<file path="src/ncs_pkg.sv">
// Shared constants, word types and scan tag for the palette color search.
// No dependencies.
`default_nettype none
package ncs_pkg;

  localparam int PALETTE_DEPTH = 32;
  localparam int IDX_W         = $clog2(PALETTE_DEPTH);
  localparam int COMP_W        = 12;
  localparam int SQ_W          = 2 * COMP_W;
  localparam int DIST_W        = 26;
  localparam int ENTRY_W       = 5;
  localparam int SIZE_W        = 6;
  localparam int PADDR_W       = 3;
  localparam int PDATA_W       = 32;

  localparam logic [DIST_W-1:0] DIST_MAX = 26'd50307075;

  localparam logic CMD_WRITE  = 1'b0;
  localparam logic CMD_LOOKUP = 1'b1;

  // register index is paddr[2]
  localparam logic REG_SEARCH_SIZE = 1'b0;

  typedef struct packed {
    logic               cmd;
    logic [ENTRY_W-1:0] entry_index;
    logic [COMP_W-1:0]  red;
    logic [COMP_W-1:0]  green;
    logic [COMP_W-1:0]  blue;
  } item_t;

  typedef struct packed {
    logic [ENTRY_W-1:0] best_index;
    logic [DIST_W-1:0]  best_distance;
  } result_t;

  typedef struct packed {
    logic [COMP_W-1:0] red;
    logic [COMP_W-1:0] green;
    logic [COMP_W-1:0] blue;
  } color_t;

  typedef struct packed {
    logic             valid;
    logic             first;
    logic             last;
    logic [IDX_W-1:0] idx;
  } scan_tag_t;

endpackage
`default_nettype wire

</file>
<file path="src/ncs_palette_ram.sv">
// Palette memory: one write port, one read port, registered read data.
// Depends on ncs_pkg.
`default_nettype none
module ncs_palette_ram import ncs_pkg::*; (
  input  logic             clk,
  input  logic             wr_en,
  input  logic [IDX_W-1:0] wr_addr,
  input  color_t           wr_data,
  input  logic             rd_en,
  input  logic [IDX_W-1:0] rd_addr,
  output color_t           rd_data
);

  color_t mem [PALETTE_DEPTH];

  always_ff @(posedge clk) begin
    if (wr_en) begin
      mem[wr_addr] <= wr_data;
    end
  end

  always_ff @(posedge clk) begin
    if (rd_en) begin
      rd_data <= mem[rd_addr];
    end
  end

endmodule
`default_nettype wire

</file>
<file path="src/ncs_dist_unit.sv">
// Distance unit: registered squared differences, then sum and running minimum.
// Depends on ncs_pkg.
`default_nettype none
module ncs_dist_unit import ncs_pkg::*; (
  input  logic              clk,
  input  logic              rst,
  input  logic              load,
  input  color_t            color_in,
  input  color_t            entry,
  input  scan_tag_t         tag,
  output logic [IDX_W-1:0]  best_idx,
  output logic [DIST_W-1:0] best_dist,
  output logic              done
);

  color_t            color;
  logic [COMP_W-1:0] d_r, d_g, d_b;
  logic [SQ_W-1:0]   sq_r, sq_g, sq_b;
  scan_tag_t         tag2;
  logic [DIST_W-1:0] sum;

  always_comb begin
    d_r = (color.red >= entry.red) ? color.red - entry.red : entry.red - color.red;
    d_g = (color.green >= entry.green) ? color.green - entry.green
                                       : entry.green - color.green;
    d_b = (color.blue >= entry.blue) ? color.blue - entry.blue : entry.blue - color.blue;
    sum = DIST_W'(sq_r) + DIST_W'(sq_g) + DIST_W'(sq_b);
  end

  always_ff @(posedge clk) begin
    if (load) begin
      color <= color_in;
    end
    sq_r      <= SQ_W'(d_r) * SQ_W'(d_r);
    sq_g      <= SQ_W'(d_g) * SQ_W'(d_g);
    sq_b      <= SQ_W'(d_b) * SQ_W'(d_b);
    if (tag2.valid && (tag2.first || sum < best_dist)) begin
      best_idx  <= tag2.idx;
      best_dist <= sum;
    end
  end

  always_ff @(posedge clk) begin
    if (rst) begin
      tag2 <= '0;
      done <= 1'b0;
    end else begin
      tag2 <= tag;
      done <= tag2.valid && tag2.last;
    end
  end

endmodule
`default_nettype wire

</file>
<file path="src/nearest_palette_color_search.sv">
// Lookup: scans n entries from acceptance to result valid, n = live entries (1..32).
// A new item is not taken until the lookup is done; the palette read port scans one entry per cycle.
// A result word still waiting to be taken holds the next lookup before its result.
// Write item: accepted with no result.
// Reset: control and search size (to 1) cleared; palette contents undefined until written.
`default_nettype none
module nearest_palette_color_search import ncs_pkg::*; (
  input  logic               clk,
  input  logic               rst,
  input  logic               item_valid,
  output logic               item_ready,
  input  item_t              item,
  output logic               result_valid,
  input  logic               result_ready,
  output result_t            result,
  input  logic               psel,
  input  logic               penable,
  input  logic               pwrite,
  input  logic [PADDR_W-1:0] paddr,
  input  logic [PDATA_W-1:0] pwdata,
  output logic [PDATA_W-1:0] prdata,
  output logic               pready
);

  typedef enum logic [1:0] {S_IDLE, S_SCAN, S_DRAIN, S_DONE} state_t;

  state_t            state;
  logic [SIZE_W-1:0] search_size;
  logic [IDX_W-1:0]  last_idx, last_idx_next;
  logic [IDX_W-1:0]  cnt;
  scan_tag_t         tag0, tag1;
  logic              accept, wr_en, rd_en, lookup;
  color_t            color_in, rd_data;
  logic [IDX_W-1:0]  best_idx;
  logic [DIST_W-1:0] best_dist;
  logic              done;

  assign pready     = 1'b1;
  assign item_ready = (state == S_IDLE) && !rst;
  assign accept     = item_valid && item_ready;
  assign lookup     = accept && (item.cmd == CMD_LOOKUP);
  assign wr_en      = accept && (item.cmd == CMD_WRITE) && (int'(item.entry_index) < PALETTE_DEPTH);
  assign color_in   = '{red: item.red, green: item.green, blue: item.blue};
  assign rd_en      = (state == S_SCAN);

  always_comb begin
    if (search_size == '0) begin
      last_idx_next = '0;
    end else if (int'(search_size) > PALETTE_DEPTH) begin
      last_idx_next = IDX_W'(PALETTE_DEPTH - 1);
    end else begin
      last_idx_next = IDX_W'(search_size - 1'b1);
    end
    tag0.valid = rd_en;
    tag0.first = (cnt == '0);
    tag0.last  = (cnt == last_idx);
    tag0.idx   = cnt;
  end

  always_comb begin
    prdata = '0;
    if (paddr[2] == REG_SEARCH_SIZE) begin
      prdata = PDATA_W'(search_size);
    end
  end

  ncs_palette_ram u_ram (
    .clk     (clk),
    .wr_en   (wr_en),
    .wr_addr (IDX_W'(item.entry_index)),
    .wr_data (color_in),
    .rd_en   (rd_en),
    .rd_addr (cnt),
    .rd_data (rd_data)
  );

  ncs_dist_unit u_dist (
    .clk       (clk),
    .rst       (rst),
    .load      (lookup),
    .color_in  (color_in),
    .entry     (rd_data),
    .tag       (tag1),
    .best_idx  (best_idx),
    .best_dist (best_dist),
    .done      (done)
  );

  always_ff @(posedge clk) begin
    if (lookup) begin
      last_idx <= last_idx_next;
    end
    if (state == S_DONE && (!result_valid || result_ready)) begin
      result.best_index    <= ENTRY_W'(best_idx);
      result.best_distance <= best_dist;
    end
  end

  always_ff @(posedge clk) begin
    if (rst) begin
      state        <= S_IDLE;
      cnt          <= '0;
      tag1         <= '0;
      result_valid <= 1'b0;
      search_size  <= SIZE_W'(1);
    end else begin
      tag1 <= tag0;
      if (result_valid && result_ready) begin
        result_valid <= 1'b0;
      end
      if (psel && penable && pwrite && pready && paddr[2] == REG_SEARCH_SIZE) begin
        search_size <= pwdata[SIZE_W-1:0];
      end
      unique case (state)
        S_IDLE: begin
          if (lookup) begin
            cnt   <= '0;
            state <= S_SCAN;
          end
        end
        S_SCAN: begin
          if (cnt == last_idx) begin
            state <= S_DRAIN;
          end else begin
            cnt <= cnt + 1'b1;
          end
        end
        S_DRAIN: begin
          if (done) begin
            state <= S_DONE;
          end
        end
        S_DONE: begin
          if (!result_valid || result_ready) begin
            result_valid <= 1'b1;
            state        <= S_IDLE;
          end
        end
        default: state <= S_IDLE;
      endcase
    end
  end

endmodule
`default_nettype wire

</file>
<file path="config.mk">
export PLATFORM = sky130hd
export DESIGN_NAME = nearest_palette_color_search
export DESIGN_NICKNAME = d
export VERILOG_FILES = /design/src/ncs_pkg.sv /design/src/ncs_palette_ram.sv /design/src/ncs_dist_unit.sv /design/src/nearest_palette_color_search.sv
export SDC_FILE = /design/constraint.sdc
export NUM_CORES = 2
export LEC_CHECK = 0
export ABC_CLOCK_PERIOD_IN_PS = 8100
export BUFFER_PORTS_ARGS = -buffer_cell sky130_fd_sc_hd__buf_4
export CORE_MARGIN = 4
export CORE_UTILIZATION = 32
export CTS_CLUSTER_DIAMETER = 80
export DETAILED_ROUTE_END_ITERATION = 8
export SLEW_MARGIN = 15
export SYNTH_ARGS = -nofsm -noshare
export SYNTH_HDL_FRONTEND = slang
export SYNTH_HIERARCHICAL = 1
export SYNTH_SLANG_ARGS = --single-unit
</file>
<file path="constraint.sdc">
create_clock -name clk -period 8.1 [get_ports clk]
set_clock_uncertainty 0.2 [all_clocks]
set_input_delay 1.62 -clock clk [delete_from_list [all_inputs] [get_ports clk]]
set_output_delay 1.62 -clock clk [all_outputs]
set_load 0.1 [all_outputs]
</file>
**Word level (Yosys, flattened, before mapping)**

Memories as Yosys holds them, arrays and structs flattened. A register that Yosys moved wholly into a read port is not among the register bits.
Cells that the tools add are included.

- Register bits after elaboration: 206
- Bits in writable memories: 1152
- Input bits: 84
- Output and inout port bits: 66
- Logic and storage cells: 93
- Memories kept: 1

Memories:

| memory | words | width | rd ports | clocked after memory_dff | wr ports | RTL line | RTL |
|---|---|---|---|---|---|---|---|
| u_ram.mem | 32 | 36 | 1 | 1 | 1 | ncs_palette_ram.sv:14 | `color_t mem [PALETTE_DEPTH];` |

- Add/subtract/negate cells: 10
- Multipliers: 3
- Magnitude comparators: 5
- Equal/unequal tests: 9
- Multiplexer cells: 18
- Bitwise operators: 2
- Reductions and logical operators: 21

Operator list:

| kind | number |
|---|---|
| multiplier 12 x 12 -> 24 bit | 3 |
| subtractor 12 bit | 6 |
| >= comparator 12 bit | 3 |
| 2-to-1 mux 12 bit | 3 |
| adder 26 x 24 -> 26 bit | 1 |
| less-than comparator 26 bit | 1 |
| adder 24 x 24 -> 25 bit | 1 |
| 2-to-1 mux 5 bit | 3 |
| logical AND 1 bit | 11 |
| case mux 5 bit (2 select lines) | 1 |
| 2-to-1 mux 2 bit | 4 |
| case mux 2 bit (4 select lines) | 1 |
| greater-than comparator 6 bit, second input constant | 1 |
| zero test 6 bit | 1 |
| 2-to-1 mux 6 bit | 1 |
| inequality test 2 bit, second input constant | 3 |
| adder 5 x 1 -> 5 bit, second input constant | 1 |
| == test 5 bit | 1 |
| zero test 5 bit | 1 |
| 2-to-1 mux 1 bit | 5 |
| subtractor 5 x 1 -> 5 bit, second input constant | 1 |
| == test 2 bit, second input constant | 2 |
| inequality test 2 x 1 -> 1 bit, second input constant | 2 |
| AND reduction 4 bit | 1 |
| other kinds (7) | 10 |

**Longest topological paths before layout**

- Word-level depth: 6
- Mapped depth: 35
- Gate-level depth less buffers: 33

**Modules after synthesis**

The synthesis kept the hierarchy.

Modules (own cells, without submodules):

| module | times used | cells each | area an instance (um^2) |
|---|---|---|---|
| ncs_palette_ram | 1 | 2536 | 45944.1 |
| ncs_dist_unit | 1 | 2211 | 20360.8 |
| nearest_palette_color_search | 1 | 198 | 2471.1 |

**Least setup slack after synthesis**

OpenSTA, ideal clock, no wires.

- Path type: flip-flop to flip-flop
- Start point: register u_dist/color[0] (netlist name)
- End point: register u_dist.sq_b[20]
- Library setup time: 0.120 ns
- Arrival: 7.588 ns
- Setup slack: 0.192 ns
- Cell stages (with the launch flop): 32
- Clock period less this slack: 7.908 ns
- Cell sequence: edfxtp_1 inv_1 ha_1 inv_1 fa_1 a21o_1 a211o_1 a221oi_2 o21ai_1 buf_4 buf_4 mux2i_1 xnor2_1 clkinv_1 nor2_1 inv_1 fa_1 inv_1 fa_1 fa_1 fa_1 inv_1 fa_1 inv_1 ha_1 a21o_1 a21oi_1 o21ai_0 a41o_1 a41o_1 or2_2 xor2_1

- Word-level cells in the longest chain between the ends: 3
- Elaborated cells between the ends (all ways): 5
- Classes of those cells: add/sub (2); mul (1); order compare (1); mux (1)

RTL lines:

| element | RTL line | RTL |
|---|---|---|
| start: declaration | ncs_dist_unit.sv:16 | `color_t color;` |
| start signal: assignment | ncs_dist_unit.sv:32 | `color <= color_in;` |
| subtractor 12 bit / >= comparator 12 bit (equally long branches) | ncs_dist_unit.sv:26 | `d_b = (color.blue >= entry.blue) ? color.blue - entry.blue : entry.blue - color.blue;` |
| 2-to-1 mux 12 bit * | ncs_dist_unit.sv:26 |  |
| multiplier 12 x 12 -> 24 bit * | ncs_dist_unit.sv:36 | `sq_b <= SQ_W'(d_b) * SQ_W'(d_b);` |
| end signal: assignment | ncs_dist_unit.sv:36 |  |
| end: declaration | ncs_dist_unit.sv:18 | `logic [SQ_W-1:0] sq_r, sq_g, sq_b;` |

Every way passes the cells marked *; elsewhere a longest branch is shown, timed or not.
A chain may end at the register's enable or synchronous reset.

**Worst setup path in the final report**

Same ends and word-level chain as after synthesis.

==> impl_metrics.csv <==
group,metric,value,unit
die,initial_utilization,32.30,%
yosys,syn_area,0.06878,mm^2
die,dieArea,0.2224,mm^2
route,drt_pass1_iterations,7,
die,num_io_pins,150,
sta,fin_ws,265.4,ps
yosys,synthFlopType,"edfxtp_1",
cells_and_area,fin_cells,8098,
placed_design,gp_congestion,0.7993,
sta,finalHoldViolCount,0,
global_route,grt_max_degree,117,
global_route,grt_pass1_vias,39670,
sta,finalCriticalPeriod,7835,ps
clock_tree,cts.clk_slew.worst_paths,60,ps
job,drv_cap,0,
min_path,hp-class,"reg -> reg",
yosys,ys_ff_latch,1391,
route,drc,0,
critical_path,critPathKind,"reg -> reg",
route,detail_route.wl_per_cell,20.45,um
sta,slew_headroom,23.21,%
clock_tree,clk_latency,810,ps
route,routed_via_density,4.885,
die,core,0.2129,mm^2
critical_path,cp.arrival,8260,ps
sta,worstMarginPinSlew,1149,ps
global_route,grt_overflow_total,0,
die,die_h,471.6,um
cells_and_area,nets,5784,
sta,whs,208.8,ps
global_route,grt_antenna_before_repair,16,
global_route,grt.total_usage,14.62,%
yosys,yosysWarnings,6,
cells_and_area,mostFrequentLayoutCells,"edfxtp_1 (1291), mux2i_1 (601), inv_1 (522), ha_1 (278), fa_1 (264)",
yosys,yosysSeqAreaShare,59.28,%
status,outcome,"finished, final reports clean",
clock_tree,clkSinkCount,1391,
clock_tree,ctsRootBufferMaster,"clkbuf_16",
cells_and_area,design_area,0.07866,mm^2
critical_path,crit_fanout,5,
sta,slew_viol_final,0,
critical_path,worstSetupEndpointType,"flop",
yosys,synth_edf_count,1291,
yosys,syn-instance-count,4945,
clock_tree,ctsHoldBuffers,0,
critical_path,max_stage_delay,570,ps
critical_path,start_kind,"flop",
route,drt_iter0_drc,3219,
placed_design,place_ws,-46.07,ps
sta,finalSetupViolations,0,
cells_and_area,syn2layout_area_growth,14.38,%
sta,min_period_over_period,96.72,%
cells_and_area,final_common_cell,"edfxtp_1",
placed_design,dp.cells,7801,
yosys,synthArstFlopShare,0,%
cells_and_area,drive_above_1_share,11.58,%
die,die_w,471.6,um
route,postRouteAntennaNets,0,
critical_path,critPathSlowestCell,"fa_1",
yosys,avgSynthCellArea,13.91,um^2
clock_tree,tritoncts,"built",
cells_and_area,fillers,20140,
route,wl,165600,um
placed_design,io_buffers,94,
global_route,grt_pass1_wl,249000,um
sta,timing.fmax,127.6,MHz
critical_path,cp.required,8520,ps
route,via_count,39560,
placed_design,post_dp_cell_area,0.07318,mm^2
yosys,synthDistinctLibCells,88,
clock_tree,cts_max_path_buffers,3,
die,num_rows,169,
clock_tree,h-tree-depth,4,
placed_design,dpl.hpwl,103000,um
clock_tree,cts-buffers-inserted,150,
area by class of cell:
class | instances | area [um^2] | share of cell area [%]
Clock inverter | 94 | 1075 | 1.366
Inverter | 528 | 1983 | 2.521
Sequential cell | 1391 | 40770 | 51.83
Tap cell | 2821 | 3530 | 4.487
Timing Repair Buffer | 237 | 1909 | 2.427
Multi-Input combinational cell | 2834 | 25450 | 32.35
Antenna cell | 8 | 20.02 | 0.02545
Clock buffer | 185 | 3926 | 4.991
final timing paths:
kind	from	to	slack [ps]	cells past startpoint
min	u_dist/tag2[2]	u_dist/best_idx[2]	210	0
max reg2reg	u_dist/color[0]	u_dist/sq_b[20]	270	30
min reg2reg	u_dist/tag2[2]	u_dist/best_idx[2]	210	0
max	u_dist/color[0]	u_dist/sq_b[20]	270	30
flip-flops by register name (all words and copies together) (netlist names), 6 cells and up:
| signal | cells |
|---|---|
| result | 31 |
| search_size | 6 |
| tag1 | 8 |
| u_dist/best_dist | 26 |
| u_dist/color | 36 |
| u_dist/sq_b | 23 |
| u_dist/sq_g | 23 |
| u_dist/sq_r | 23 |
| u_dist/tag2 | 8 |
| u_ram/mem | 1152 |
| u_ram/rd_data | 36 |
repair_timing:
action | 4_1_cts | 5_1_grt
cloned | 0 | 1
gates resized for setup | 3 | 75
endpoints found under the hold margin | 0 | 0
pin swaps | 2 | 23
setup endpoints to repair | 4 | 21
buffers inserted | 2 | 7
Yosys cell counts (23+ instances only):
library cell / count / area share, %
a31oi_1: 51 / 0.46
ha_1: 291 / 5.3
or2_2: 30 / 0.27
buf_4: 52 / 0.57
buf_6: 23 / 0.38
a22o_1: 73 / 0.93
nand2b_1: 38 / 0.35
o21ai_0: 62 / 0.45
fa_1: 267 / 7.8
xor2_1: 29 / 0.37
edfxtp_1: 1291 / 56
inv_1: 523 / 2.9
nor3_1: 54 / 0.39
a21o_1: 36 / 0.39
a22oi_1: 110 / 1.2
dfxtp_1: 100 / 2.9
a21oi_1: 223 / 1.6
buf_2: 49 / 0.36
nand3_1: 132 / 0.96
nor2b_1: 43 / 0.39
mux2i_1: 602 / 8.8
nand2_1: 205 / 1.1
nor2_1: 255 / 1.4
xnor2_1: 91 / 1.2
clkbuf_1: 66 / 0.36
critical path: cells and delay by family, from the launching register on:
kind	cells	cell delay, ps
AOI/OAI and AO/OA	12	2570
and+or+nand+nor	2	350
DFF	1	380
xor gates and xnor gates	2	370
buffers and inverters	6	460
adders and majority gates	8	3400
through the flow:
step | util (%) | setup TNS, ps
final | 36.94 | 0
after global routing | 36.93 | -49.95
after CTS | 36.73 | 0
after detailed placement | 34.37 | -81.89
after global placement | 34.37 | 0
after floorplan | - | 0
layer usage:
| layer | part of all wire (%) | GRT usage (%) |
|---|---|---|
| met5 | 0.065 | 0 |
| met4 | 2.0 | 3.575 |
| met3 | 6.9 | 3.304 |
| met2 | 46 | 23.03 |
| met1 | 45 | 20.47 |
logic make-up after synthesis:
logic type	Yosys count	share of synthesized area, %
flops	1391	59.28
simple gates	821	5.558
buf+inv	746	4.843
compound gates	686	6.642
mux	612	8.925
fa+ha+maj	561	13.11
xor+xnor	124	1.623
other cells	4	0.02182
Power is left out: the tool's default activity adds up to more than one toggle a clock period on the data nets, which glitch-free logic cannot reach.
